### config.mk
export PLATFORM = sky130hd
export DESIGN_NAME = doubly_linked_list_engine
export DESIGN_NICKNAME = d
export VERILOG_FILES = /design/src/design/dlle_pkg.sv /design/src/design/doubly_linked_list_engine.sv
export SDC_FILE = /design/constraint.sdc
export NUM_CORES = 2
export LEC_CHECK = 0
export ABC_AREA = 1
export BUFFER_PORTS_ARGS = -buffer_cell sky130_fd_sc_hd__buf_2
export CORE_MARGIN = 2
export CORE_UTILIZATION = 44
export CTS_BUF_LIST = sky130_fd_sc_hd__clkbuf_8
export CTS_CLUSTER_DIAMETER = 40
export DETAILED_ROUTE_END_ITERATION = 8
export PLACE_DENSITY_LB_ADDON = 0.12
export SYNTH_ARGS = -nofsm -noshare
export SYNTH_HDL_FRONTEND = slang
export SYNTH_SLANG_ARGS = --single-unit
export TNS_END_PERCENT = 1
### constraint.sdc
create_clock -name clock -period 5.8 [get_ports clock]
set_clock_uncertainty 0.15 [all_clocks]
set_input_delay 0.58 -clock clock [delete_from_list [all_inputs] [get_ports clock]]
set_output_delay 0.58 -clock clock [all_outputs]
set_load 0.02 [all_outputs]
### src/design/dlle_pkg.sv
// shared constants and types for the doubly linked list engine
// no dependencies: every other file of the block imports this package

package dlle_pkg;

   // default sizes handed to the top level parameters
   localparam int CAPACITY_DEF   = 64;
   localparam int DATA_WIDTH_DEF = 8;

   // fixed port widths
   localparam int MODE_W   = 3;
   localparam int VALUE_W  = 8;
   localparam int POS_W    = 6;
   localparam int STATUS_W = 2;
   localparam int COUNT_W  = 7;

   typedef logic [MODE_W-1:0]   mode_type;
   typedef logic [STATUS_W-1:0] status_type;

   // request modes
   localparam mode_type MODE_PREPEND     = 3'd0;
   localparam mode_type MODE_APPEND      = 3'd1;
   localparam mode_type MODE_REMOVE_HEAD = 3'd2;
   localparam mode_type MODE_REMOVE_TAIL = 3'd3;
   localparam mode_type MODE_INSERT_AT   = 3'd4;
   localparam mode_type MODE_SEARCH      = 3'd5;

   // result status codes
   localparam status_type STATUS_DONE     = 2'd0;
   localparam status_type STATUS_EMPTY    = 2'd1;
   localparam status_type STATUS_FULL     = 2'd2;
   localparam status_type STATUS_PAST_END = 2'd3;

   // value returned by remove head on an empty list
   localparam logic [VALUE_W-1:0] EMPTY_MARK = 8'd32;

endpackage

### src/design/doubly_linked_list_engine.sv
// top level of the doubly linked list engine: sequencer around one list memory
// depends on dlle_pkg

// One transaction is taken when start is high and busy is low; exactly one result
// follows, shown for a single cycle with rsp_valid, and cannot be held off. Requests
// that need no memory access (list full, list empty, position past end, unused modes)
// answer in the cycle after acceptance. Remove head or tail reads the end entry and
// unlinks it; prepend and append allocate an entry, write it and patch a neighbour;
// insert before position p first walks to p; a search compares element by element up
// to a hit or the tail. Reusing a freed entry first reads it off the recycled list.
// The single list memory has one synchronous read and one write per cycle, so a walk
// follows one link each cycle. Entries never used are handed out from a fill count,
// so there is no clearing pass after reset. busy stays high until the cycle in which
// the result is shown; a new transaction can be accepted in that same cycle.

module doubly_linked_list_engine
   import dlle_pkg::*;
#(
   parameter int CAPACITY   = CAPACITY_DEF,
   parameter int DATA_WIDTH = DATA_WIDTH_DEF
) (
   input  logic                clock,
   input  logic                reset,
   input  logic                start,
   output logic                busy,
   input  logic [MODE_W-1:0]   req_mode,
   input  logic [VALUE_W-1:0]  req_value,
   input  logic [POS_W-1:0]    req_position,
   output logic                rsp_valid,
   output logic [STATUS_W-1:0] rsp_status,
   output logic [VALUE_W-1:0]  rsp_removed_value,
   output logic                rsp_found,
   output logic [COUNT_W-1:0]  rsp_element_count
);

   localparam int IW = $clog2(CAPACITY);
   localparam int CW = $clog2(CAPACITY + 1);
   localparam int SW = (CW > POS_W) ? CW : POS_W;

   localparam logic [3:0] S_IDLE     = 4'd0;
   localparam logic [3:0] S_WALK     = 4'd1;
   localparam logic [3:0] S_SEARCH   = 4'd2;
   localparam logic [3:0] S_TAKE     = 4'd3;
   localparam logic [3:0] S_ALLOC    = 4'd4;
   localparam logic [3:0] S_ALLOC_RD = 4'd5;
   localparam logic [3:0] S_WR0      = 4'd6;
   localparam logic [3:0] S_WR1      = 4'd7;
   localparam logic [3:0] S_WR2      = 4'd8;

   typedef struct packed {
      logic [DATA_WIDTH-1:0] data;
      logic [IW-1:0]         nxt;
      logic [IW-1:0]         prv;
   } entry_type;

   // list memory and its ports
   entry_type list_mem [CAPACITY];
   entry_type rd_word_ff;
   entry_type wr_word;
   logic [IW-1:0] rd_addr;
   logic [IW-1:0] wr_addr;
   logic          wr_data_en;
   logic          wr_nxt_en;
   logic          wr_prv_en;

   // control state
   logic [3:0]    state_ff,  state_in;
   logic [IW-1:0] head_ff,   head_in;
   logic [IW-1:0] tail_ff,   tail_in;
   logic [IW-1:0] rec_ff,    rec_in;
   logic [CW-1:0] count_ff,  count_in;
   logic [CW-1:0] fresh_ff,  fresh_in;
   logic          rsp_valid_ff, rsp_valid_in;

   // transaction payload
   mode_type              mode_ff,   mode_in;
   logic [DATA_WIDTH-1:0] value_ff,  value_in;
   logic [POS_W-1:0]      pos_ff,    pos_in;
   logic [IW-1:0]         cur_ff,    cur_in;
   logic [IW-1:0]         before_ff, before_in;
   logic [IW-1:0]         slot_ff,   slot_in;
   logic [SW-1:0]         step_ff,   step_in;
   status_type            rsp_status_ff,  rsp_status_in;
   logic [VALUE_W-1:0]    rsp_removed_ff, rsp_removed_in;
   logic                  rsp_found_ff,   rsp_found_in;
   logic [COUNT_W-1:0]    rsp_count_ff,   rsp_count_in;

   logic          list_full;
   logic          list_empty;
   logic          list_single;
   logic [SW-1:0] step_inc;
   logic [CW-1:0] count_inc;
   logic [CW-1:0] count_dec;

   assign list_full   = (count_ff == CW'(CAPACITY));
   assign list_empty  = (count_ff == '0);
   assign list_single = (count_ff == CW'(1));
   assign step_inc    = step_ff + SW'(1);
   assign count_inc   = count_ff + CW'(1);
   assign count_dec   = count_ff - CW'(1);

   // sequencer
   always_comb begin
      state_in       = state_ff;
      head_in        = head_ff;
      tail_in        = tail_ff;
      rec_in         = rec_ff;
      count_in       = count_ff;
      fresh_in       = fresh_ff;
      mode_in        = mode_ff;
      value_in       = value_ff;
      pos_in         = pos_ff;
      cur_in         = cur_ff;
      before_in      = before_ff;
      slot_in        = slot_ff;
      step_in        = step_ff;
      rsp_valid_in   = 1'b0;
      rsp_status_in  = rsp_status_ff;
      rsp_removed_in = rsp_removed_ff;
      rsp_found_in   = rsp_found_ff;
      rsp_count_in   = rsp_count_ff;
      rd_addr        = cur_ff;
      wr_addr        = slot_ff;
      wr_word        = '0;
      wr_data_en     = 1'b0;
      wr_nxt_en      = 1'b0;
      wr_prv_en      = 1'b0;

      case (state_ff)
         S_IDLE: begin
            if (start) begin
               mode_in        = req_mode;
               value_in       = DATA_WIDTH'(req_value);
               pos_in         = req_position;
               step_in        = '0;
               rsp_status_in  = STATUS_DONE;
               rsp_removed_in = '0;
               rsp_found_in   = 1'b0;
               rsp_count_in   = COUNT_W'(count_ff);
               case (req_mode)
                  MODE_PREPEND, MODE_APPEND: begin
                     if (list_full) begin
                        rsp_status_in = STATUS_FULL;
                        rsp_valid_in  = 1'b1;
                     end else begin
                        state_in = S_ALLOC;
                     end
                  end
                  MODE_REMOVE_HEAD: begin
                     if (list_empty) begin
                        rsp_status_in  = STATUS_EMPTY;
                        rsp_removed_in = EMPTY_MARK;
                        rsp_valid_in   = 1'b1;
                     end else begin
                        cur_in   = head_ff;
                        rd_addr  = head_ff;
                        state_in = S_TAKE;
                     end
                  end
                  MODE_REMOVE_TAIL: begin
                     if (list_empty) begin
                        rsp_status_in = STATUS_EMPTY;
                        rsp_valid_in  = 1'b1;
                     end else begin
                        cur_in   = tail_ff;
                        rd_addr  = tail_ff;
                        state_in = S_TAKE;
                     end
                  end
                  MODE_INSERT_AT: begin
                     if (list_full) begin
                        rsp_status_in = STATUS_FULL;
                        rsp_valid_in  = 1'b1;
                     end else if (req_position == '0) begin
                        // position zero goes in at the head
                        mode_in  = MODE_PREPEND;
                        state_in = S_ALLOC;
                     end else if (SW'(req_position) >= SW'(count_ff)) begin
                        rsp_status_in = STATUS_PAST_END;
                        rsp_valid_in  = 1'b1;
                     end else begin
                        cur_in   = head_ff;
                        rd_addr  = head_ff;
                        state_in = S_WALK;
                     end
                  end
                  MODE_SEARCH: begin
                     if (list_empty) begin
                        rsp_status_in = STATUS_EMPTY;
                        rsp_valid_in  = 1'b1;
                     end else begin
                        cur_in   = head_ff;
                        rd_addr  = head_ff;
                        state_in = S_SEARCH;
                     end
                  end
                  default: begin
                     rsp_valid_in = 1'b1;
                  end
               endcase
            end
         end

         // follow one forward link per cycle up to the target position
         S_WALK: begin
            cur_in = rd_word_ff.nxt;
            if (step_inc == SW'(pos_ff)) begin
               before_in = cur_ff;
               state_in  = S_ALLOC;
            end else begin
               rd_addr = rd_word_ff.nxt;
               step_in = step_inc;
            end
         end

         // compare one element per cycle, stop on a hit or at the tail
         S_SEARCH: begin
            if (rd_word_ff.data == value_ff) begin
               rsp_found_in = 1'b1;
               rsp_valid_in = 1'b1;
               state_in     = S_IDLE;
            end else if (step_inc == SW'(count_ff)) begin
               rsp_valid_in = 1'b1;
               state_in     = S_IDLE;
            end else begin
               cur_in  = rd_word_ff.nxt;
               rd_addr = rd_word_ff.nxt;
               step_in = step_inc;
            end
         end

         // unlink head or tail and push its entry on the recycled list
         S_TAKE: begin
            if (mode_ff == MODE_REMOVE_HEAD) begin
               rsp_removed_in = VALUE_W'(rd_word_ff.data);
               head_in        = list_single ? '0 : rd_word_ff.nxt;
               tail_in        = list_single ? '0 : tail_ff;
            end else begin
               head_in = list_single ? '0 : head_ff;
               tail_in = list_single ? '0 : rd_word_ff.prv;
            end
            wr_addr      = cur_ff;
            wr_word.nxt  = rec_ff;
            wr_nxt_en    = 1'b1;
            rec_in       = cur_ff;
            count_in     = count_dec;
            rsp_count_in = COUNT_W'(count_dec);
            rsp_valid_in = 1'b1;
            state_in     = S_IDLE;
         end

         // take a never used entry, else pop the recycled list
         S_ALLOC: begin
            if (fresh_ff != CW'(CAPACITY)) begin
               slot_in  = fresh_ff[IW-1:0];
               fresh_in = fresh_ff + CW'(1);
               state_in = S_WR0;
            end else begin
               rd_addr  = rec_ff;
               state_in = S_ALLOC_RD;
            end
         end

         S_ALLOC_RD: begin
            slot_in  = rec_ff;
            rec_in   = rd_word_ff.nxt;
            state_in = S_WR0;
         end

         // write the new entry with its links
         S_WR0: begin
            wr_addr      = slot_ff;
            wr_word.data = value_ff;
            wr_data_en   = 1'b1;
            wr_nxt_en    = 1'b1;
            wr_prv_en    = 1'b1;
            case (mode_ff)
               MODE_PREPEND: begin
                  wr_word.nxt = head_ff;
               end
               MODE_APPEND: begin
                  wr_word.prv = tail_ff;
               end
               default: begin
                  wr_word.nxt = cur_ff;
                  wr_word.prv = before_ff;
               end
            endcase
            state_in = S_WR1;
         end

         // patch the neighbour that now points at the new entry
         S_WR1: begin
            wr_word.nxt = slot_ff;
            wr_word.prv = slot_ff;
            case (mode_ff)
               MODE_PREPEND: begin
                  wr_addr   = head_ff;
                  wr_prv_en = !list_empty;
                  head_in   = slot_ff;
                  if (list_empty) begin
                     tail_in = slot_ff;
                  end
                  count_in     = count_inc;
                  rsp_count_in = COUNT_W'(count_inc);
                  rsp_valid_in = 1'b1;
                  state_in     = S_IDLE;
               end
               MODE_APPEND: begin
                  wr_addr   = tail_ff;
                  wr_nxt_en = !list_empty;
                  tail_in   = slot_ff;
                  if (list_empty) begin
                     head_in = slot_ff;
                  end
                  count_in     = count_inc;
                  rsp_count_in = COUNT_W'(count_inc);
                  rsp_valid_in = 1'b1;
                  state_in     = S_IDLE;
               end
               default: begin
                  wr_addr   = before_ff;
                  wr_nxt_en = 1'b1;
                  state_in  = S_WR2;
               end
            endcase
         end

         S_WR2: begin
            wr_addr      = cur_ff;
            wr_word.prv  = slot_ff;
            wr_prv_en    = 1'b1;
            count_in     = count_inc;
            rsp_count_in = COUNT_W'(count_inc);
            rsp_valid_in = 1'b1;
            state_in     = S_IDLE;
         end

         default: begin
            state_in = S_IDLE;
         end
      endcase
   end

   // list memory: one write with field enables, one registered read
   always_ff @(posedge clock) begin
      if (wr_data_en) begin
         list_mem[wr_addr].data <= wr_word.data;
      end
      if (wr_nxt_en) begin
         list_mem[wr_addr].nxt <= wr_word.nxt;
      end
      if (wr_prv_en) begin
         list_mem[wr_addr].prv <= wr_word.prv;
      end
      rd_word_ff <= list_mem[rd_addr];
   end

   // control registers
   always_ff @(posedge clock) begin
      if (reset) begin
         state_ff     <= S_IDLE;
         head_ff      <= '0;
         tail_ff      <= '0;
         rec_ff       <= '0;
         count_ff     <= '0;
         fresh_ff     <= '0;
         rsp_valid_ff <= 1'b0;
      end else begin
         state_ff     <= state_in;
         head_ff      <= head_in;
         tail_ff      <= tail_in;
         rec_ff       <= rec_in;
         count_ff     <= count_in;
         fresh_ff     <= fresh_in;
         rsp_valid_ff <= rsp_valid_in;
      end
   end

   // payload registers
   always_ff @(posedge clock) begin
      mode_ff        <= mode_in;
      value_ff       <= value_in;
      pos_ff         <= pos_in;
      cur_ff         <= cur_in;
      before_ff      <= before_in;
      slot_ff        <= slot_in;
      step_ff        <= step_in;
      rsp_status_ff  <= rsp_status_in;
      rsp_removed_ff <= rsp_removed_in;
      rsp_found_ff   <= rsp_found_in;
      rsp_count_ff   <= rsp_count_in;
   end

   assign busy              = (state_ff != S_IDLE);
   assign rsp_valid         = rsp_valid_ff;
   assign rsp_status        = rsp_status_ff;
   assign rsp_removed_value = rsp_removed_ff;
   assign rsp_found         = rsp_found_ff;
   assign rsp_element_count = rsp_count_ff;

endmodule

Word-level counts from Yosys, hierarchy flattened
Memories as Yosys holds them, arrays and structs flattened. A register that Yosys moved wholly into a read port is not among the register bits.
Cells that the tools add are included.

cells by class
  add/subtract/negate cells = 4
  magnitude comparators = 1
  equality and inequality tests = 42
  mux-type cells = 95
  reductions and logical operators = 36

operators by type and width
  cell                                            count
  one-hot mux 6 bit (2 select lines)              11
  two-way mux 6 bit                               19
  one-hot mux 6 bit (3 select lines)              3
  two-way mux 4 bit                               11
  two-way mux 7 bit                               6
  one-hot mux 7 bit (3 select lines)              2
  one-hot mux 4 bit (7 select lines)              1
  one-hot mux 7 bit (4 select lines)              1
  != test 3 bit (second input constant)           9
  two-way mux 8 bit                               3
  one-hot mux 6 bit (4 select lines)              1
  adder 7 x 1 -> 7 bit (second input constant)    3
  two-way mux 1 bit                               20
  != test 2 bit (second input constant)           9
  == test 4 x 3 -> 1 bit (second input constant)  4
  one-hot mux 4 bit (4 select lines)              1
  one-hot mux 8 bit (2 select lines)              1
  OR reduction 2 bit                              8
  two-way mux 2 bit                               5
  AND reduction 2 bit                             5
  nonzero test 2 bit                              5
  == test 3 x 2 -> 1 bit (second input constant)  3
  two-way mux 3 bit                               3
  AND reduction 3 bit                             3
  31 further kinds                                41

storage, ports and cells
  flip-flop bits (word level) = 97
  RAM bits = 1,280
  bits of input ports = 20
  output and inout bits = 20
  word-level logic and storage cells = 197
  memories kept = 1

memory list
  memory    depth  width  rd ports  clocked after memory_dff  write ports  RTL line                         text
  list_mem  64     20     1         1                         1            doubly_linked_list_engine.sv:57  entry_type list_mem [CAPACITY];

Logic depth before layout (Yosys ltp)
  word-level depth = 7
  depth in mapped cells = 28
  depth with buffers taken out = 25

Least setup slack after synthesis
No wires, ideal clock.

  path kind = register to register
  from = register state_ff[0]
  to = memory list_mem[0][1] in the netlist's numbering, data pin
  setup time = 702 ps
  arrival = 3,850 ps
  data required time = 4,948 ps
  setup slack = 1,098 ps
  stages on the path, launching flop included = 7
  path buffers = 2
  period minus slack after synthesis = 4,702 ps
  cell sequence = dfxtp_1 nand2_1 clkbuf_1 nor2_1 clkbuf_1 nor2_1 o21ai_0

RTL lines
  element                 RTL line                          text
  start, declared         doubly_linked_list_engine.sv:67   logic [3:0] state_ff, state_in;
  start signal, assigned  doubly_linked_list_engine.sv:370  state_ff <= state_in;
  end, declared           doubly_linked_list_engine.sv:57

Final worst setup path
  from = register mode_ff[2]
  to = memory list_mem[55][14] in the netlist's numbering (enable)

between the ends
  longest elaborated chain between the ends = 3
  elaborated cells between the ends (all ways) = 4
  those cells by class = eq/ne: 1; mux: 2; reduce/logical: 1

ends and longest elaborated chain
  element                                                           RTL line                          text
  start, declared                                                   doubly_linked_list_engine.sv:76   mode_type mode_ff, mode_in;
  start signal, assigned                                            doubly_linked_list_engine.sv:382  mode_ff <= mode_in;
  == test 3 x 1 -> 1 bit / zero test 3 bit (equally long branches)  doubly_linked_list_engine.sv:296  case (mode_ff)
  one-hot mux 6 bit (2 select lines) *                              doubly_linked_list_engine.sv:296
  one-hot mux 6 bit (2 select lines) *                              doubly_linked_list_engine.sv:129  case (state_ff)

Every way passes the cells marked *; elsewhere a longest branch is shown, timed or not.

==> flow_metrics.py <==
metrics = {
    "run_status": {
        "status": "completed",
    },
    "synth": {
        "synth_cell_type_count": 52,
        "ys.flop_type": "edfxtp_1",
        "synthArstFlopShare": 0,
        "synth.net_count": 6159,
        "yosys.area.top_type": "edfxtp_1",
        "yosys_register_bits": 1397,
        "synthTopCellsByArea": "edfxtp_1, nand3_1, nand2_1",
        "syn_area_per_cell_um2": 10.41,
        "synthCells": 6127,
        "synth_edf_count": 1340,
        "synth_area_um2": 63800,
        "synth_top_area_share": 0.6307,
        "ys_seq_area_frac": 0.6485,
        "yosys_warnings": 0,
    },
    "sta": {
        "drv_slew": 0,
        "max_freq_mhz": 203.8,
        "slew_headroom": 0.1791,
        "hold_ws_ns": 0.2118,
        "min_period_ns": 4.907,
        "hold_viol_final": 0,
        "worst_pin_slew_ns": 1.231,
        "fin_setup_tns_ns": 0,
        "rsz0062_at_grt": "no",
        "finalCritPeriodShare": 0.8460,
        "setup_viol": 0,
    },
    "clocking": {
        "cts.path.max_buffers": 3,
        "cts_inserted_buffers": 240,
        "cts_tree": "done",
        "cts.sinks": 1397,
        "cts_setup_buffers": 0,
        "holdBufCountCts": 19,
        "root_buffer": "clkbuf_8",
        "insertion_delay_ns": 0.96,
        "cts_htree_levels": 4,
        "clkSlewWorstSetupHoldPaths_ns": 0.06,
        "cts.repair.resized": 0,
    },
    "global_routing": {
        "grt_pass1_wl_mm": 281.2,
        "grtUsageMet1": 0.3606,
        "antenna_found_initial": 4,
        "use_met2": 0.3938,
        "grt_max_degree": 145,
        "grt.total_usage": 0.2539,
        "use_met3": 0.04734,
        "busiest_layer": "met2",
        "grt_pass1_vias": 43260,
        "grt-ovfl-total": 0,
    },
    "placed_design": {
        "routabilityCongestion": 0.9205,
        "io_buffers": 39,
        "dp_hpwl_mm": 115.5,
    },
    "cells_and_area": {
        "fin_nets": 6257,
        "layout_commonest_cell": "nand3_1",
        "drive_gt1_frac": 0.09272,
        "fin_util": 0.4954,
        "area_growth_pct": 11.68,
        "final_cell_mix": "nand3_1, edfxtp_1, nand2_1, inv_1, nand3b_1",
    },
    "die": {
        "rows": 139,
        "pin_count": 40,
        "fp.dieW_um": 384.8,
        "initial_core_util": 0.4436,
        "dieHeight_um": 384.8,
        "die_area_um2": 148100,
        "core_um2": 143800,
    },
    "critical_path": {
        "cp_max_fo": 9,
        "r2r_cells": 11,
        "cp-end-kind": "flop",
        "cp_data_arrival_time_ns": 5.30,
        "reg2reg_setup_slack_ns": 0.89,
        "critPathLaunch": "mode_ff[2]",
        "critPathKind": "flop to flop",
        "r2r-start": "mode_ff[2]",
        "timing.rr.end": "list_mem[55][14]",
        "worstPathRequired_ns": 6.19,
        "worst_setup_path_start_kind": "flop",
    },
    "routing": {
        "vias": 45310,
        "wl_per_cell_um": 22.70,
        "drc": 0,
        "drt_iter0_markers": 4678,
        "first_pass_iters": 7,
        "avgViaCountPerCell": 5.437,
        "wl_mm": 189.1,
        "antenna_left": 0,
    },
    "job": {
        "maxCapViolations": 0,
    },
    "worst_hold_path": {
        "hold-path-endpoint": "value_ff[5]",
        "hp-class": "input pin to flop",
        "hold_start": "req_value[5]",
        "hold_depth": 2,
    },
}
## critical path, cell delays in order, from the launching register on
cell,delay (ns)
edfxtp_1,0.40
nor2_2,0.33
inv_1,0.23
nor2_1,0.18
inv_1,0.11
o21ai_0,0.27
o21ai_0,0.15
a22oi_1,0.45
nand2_1,0.14
nor2_1,0.93
nand2_1,0.34
nor2_1,0.83
## per-stage QoR
stage | std cells | setup WS [ns] | area, um^2
4_1_cts | 8331 | 1.153 | 71250
6_report | 8333 | 0.8933 | 71260
3_5_place_dp | 7867 | 1.176 | 66320
2_1_floorplan | 6127 | 1.098 | 63800
5_1_grt | 8333 | 0.6568 | 71260
3_3_place_gp | 7867 | 1.154 | 66320
## routing by layer
metal | share of wire | routed length [um]
met4 | 0.030 | 5588
met1 | 0.44 | 82670
met3 | 0.077 | 14470
met2 | 0.46 | 86410
met5 | 0 | 0
## layout make-up
cell class | count | area (um^2)
antenna | 2 | 5.005
clock buffer | 246 | 3386
clock inverter | 199 | 1361
fill | 13170 | 72570
inverter | 904 | 3396
multi-input combinational | 3444 | 17290
sequential | 1397 | 41380
tap | 1903 | 2381
timing repair buffer | 238 | 2062
## registers in the layout, summed over array words and instances, names as in the netlist, 2 cells and up
register	flops
rsp_element_count	7
state_ff	4
count_ff	7
tail_ff	6
head_ff	6
mode_ff	3
pos_ff	6
fresh_ff	7
value_ff	8
before_ff	6
rec_ff	6
rsp_status	2
slot_ff	6
cur_ff	6
rsp_removed_value	8
step_ff	7
rd_word_ff	20
list_mem	1280
## cells by family after synthesis
group | share of synthesized area
DFF | 0.6485
adders and majority gates | 0.002353
AOI/OAI and AO/OA | 0.01806
xor gates and xnor gates | 0.001373
and+or+nand+nor | 0.2461
buffers and inverters | 0.08352
## Yosys cell counts (3+ instances only)
cell       instances
nand3_1         1368
edfxtp_1        1340
nand2_1         1076
inv_1            889
nand3b_1         443
nor2_1           294
buf_2            170
clkbuf_1         135
o21ai_0           72
dfxtp_1           57
buf_4             50
a21oi_1           41
nand4_1           16
o211ai_1          15
inv_2             14
buf_1             13
buf_6             13
ha_1              12
nor2_2            10
o22ai_1           10
o31ai_1            9
xor2_1             8
nor3_1             7
o221ai_1           7
nand2_2            6
o2111ai_1          5
a221o_1            4
a22oi_1            4
nand3_2            4
nor2_4             4
or2_2              4
a211oi_1           3
## worst max-delay path by stage
stage / endpoint / slack, ns
after floorplan: list_mem[0][1] / 1.10
after global placement: rd_word_ff[0] / 1.15
after detailed placement: list_mem[55][12] / 1.18
after CTS: list_mem[55][14] / 1.15
after global routing: list_mem[55][14] / 0.66
final: list_mem[55][14] / 0.89
Power is not shown: default switching activity piles up to over one toggle a cycle in this logic, so the estimate is an artifact.
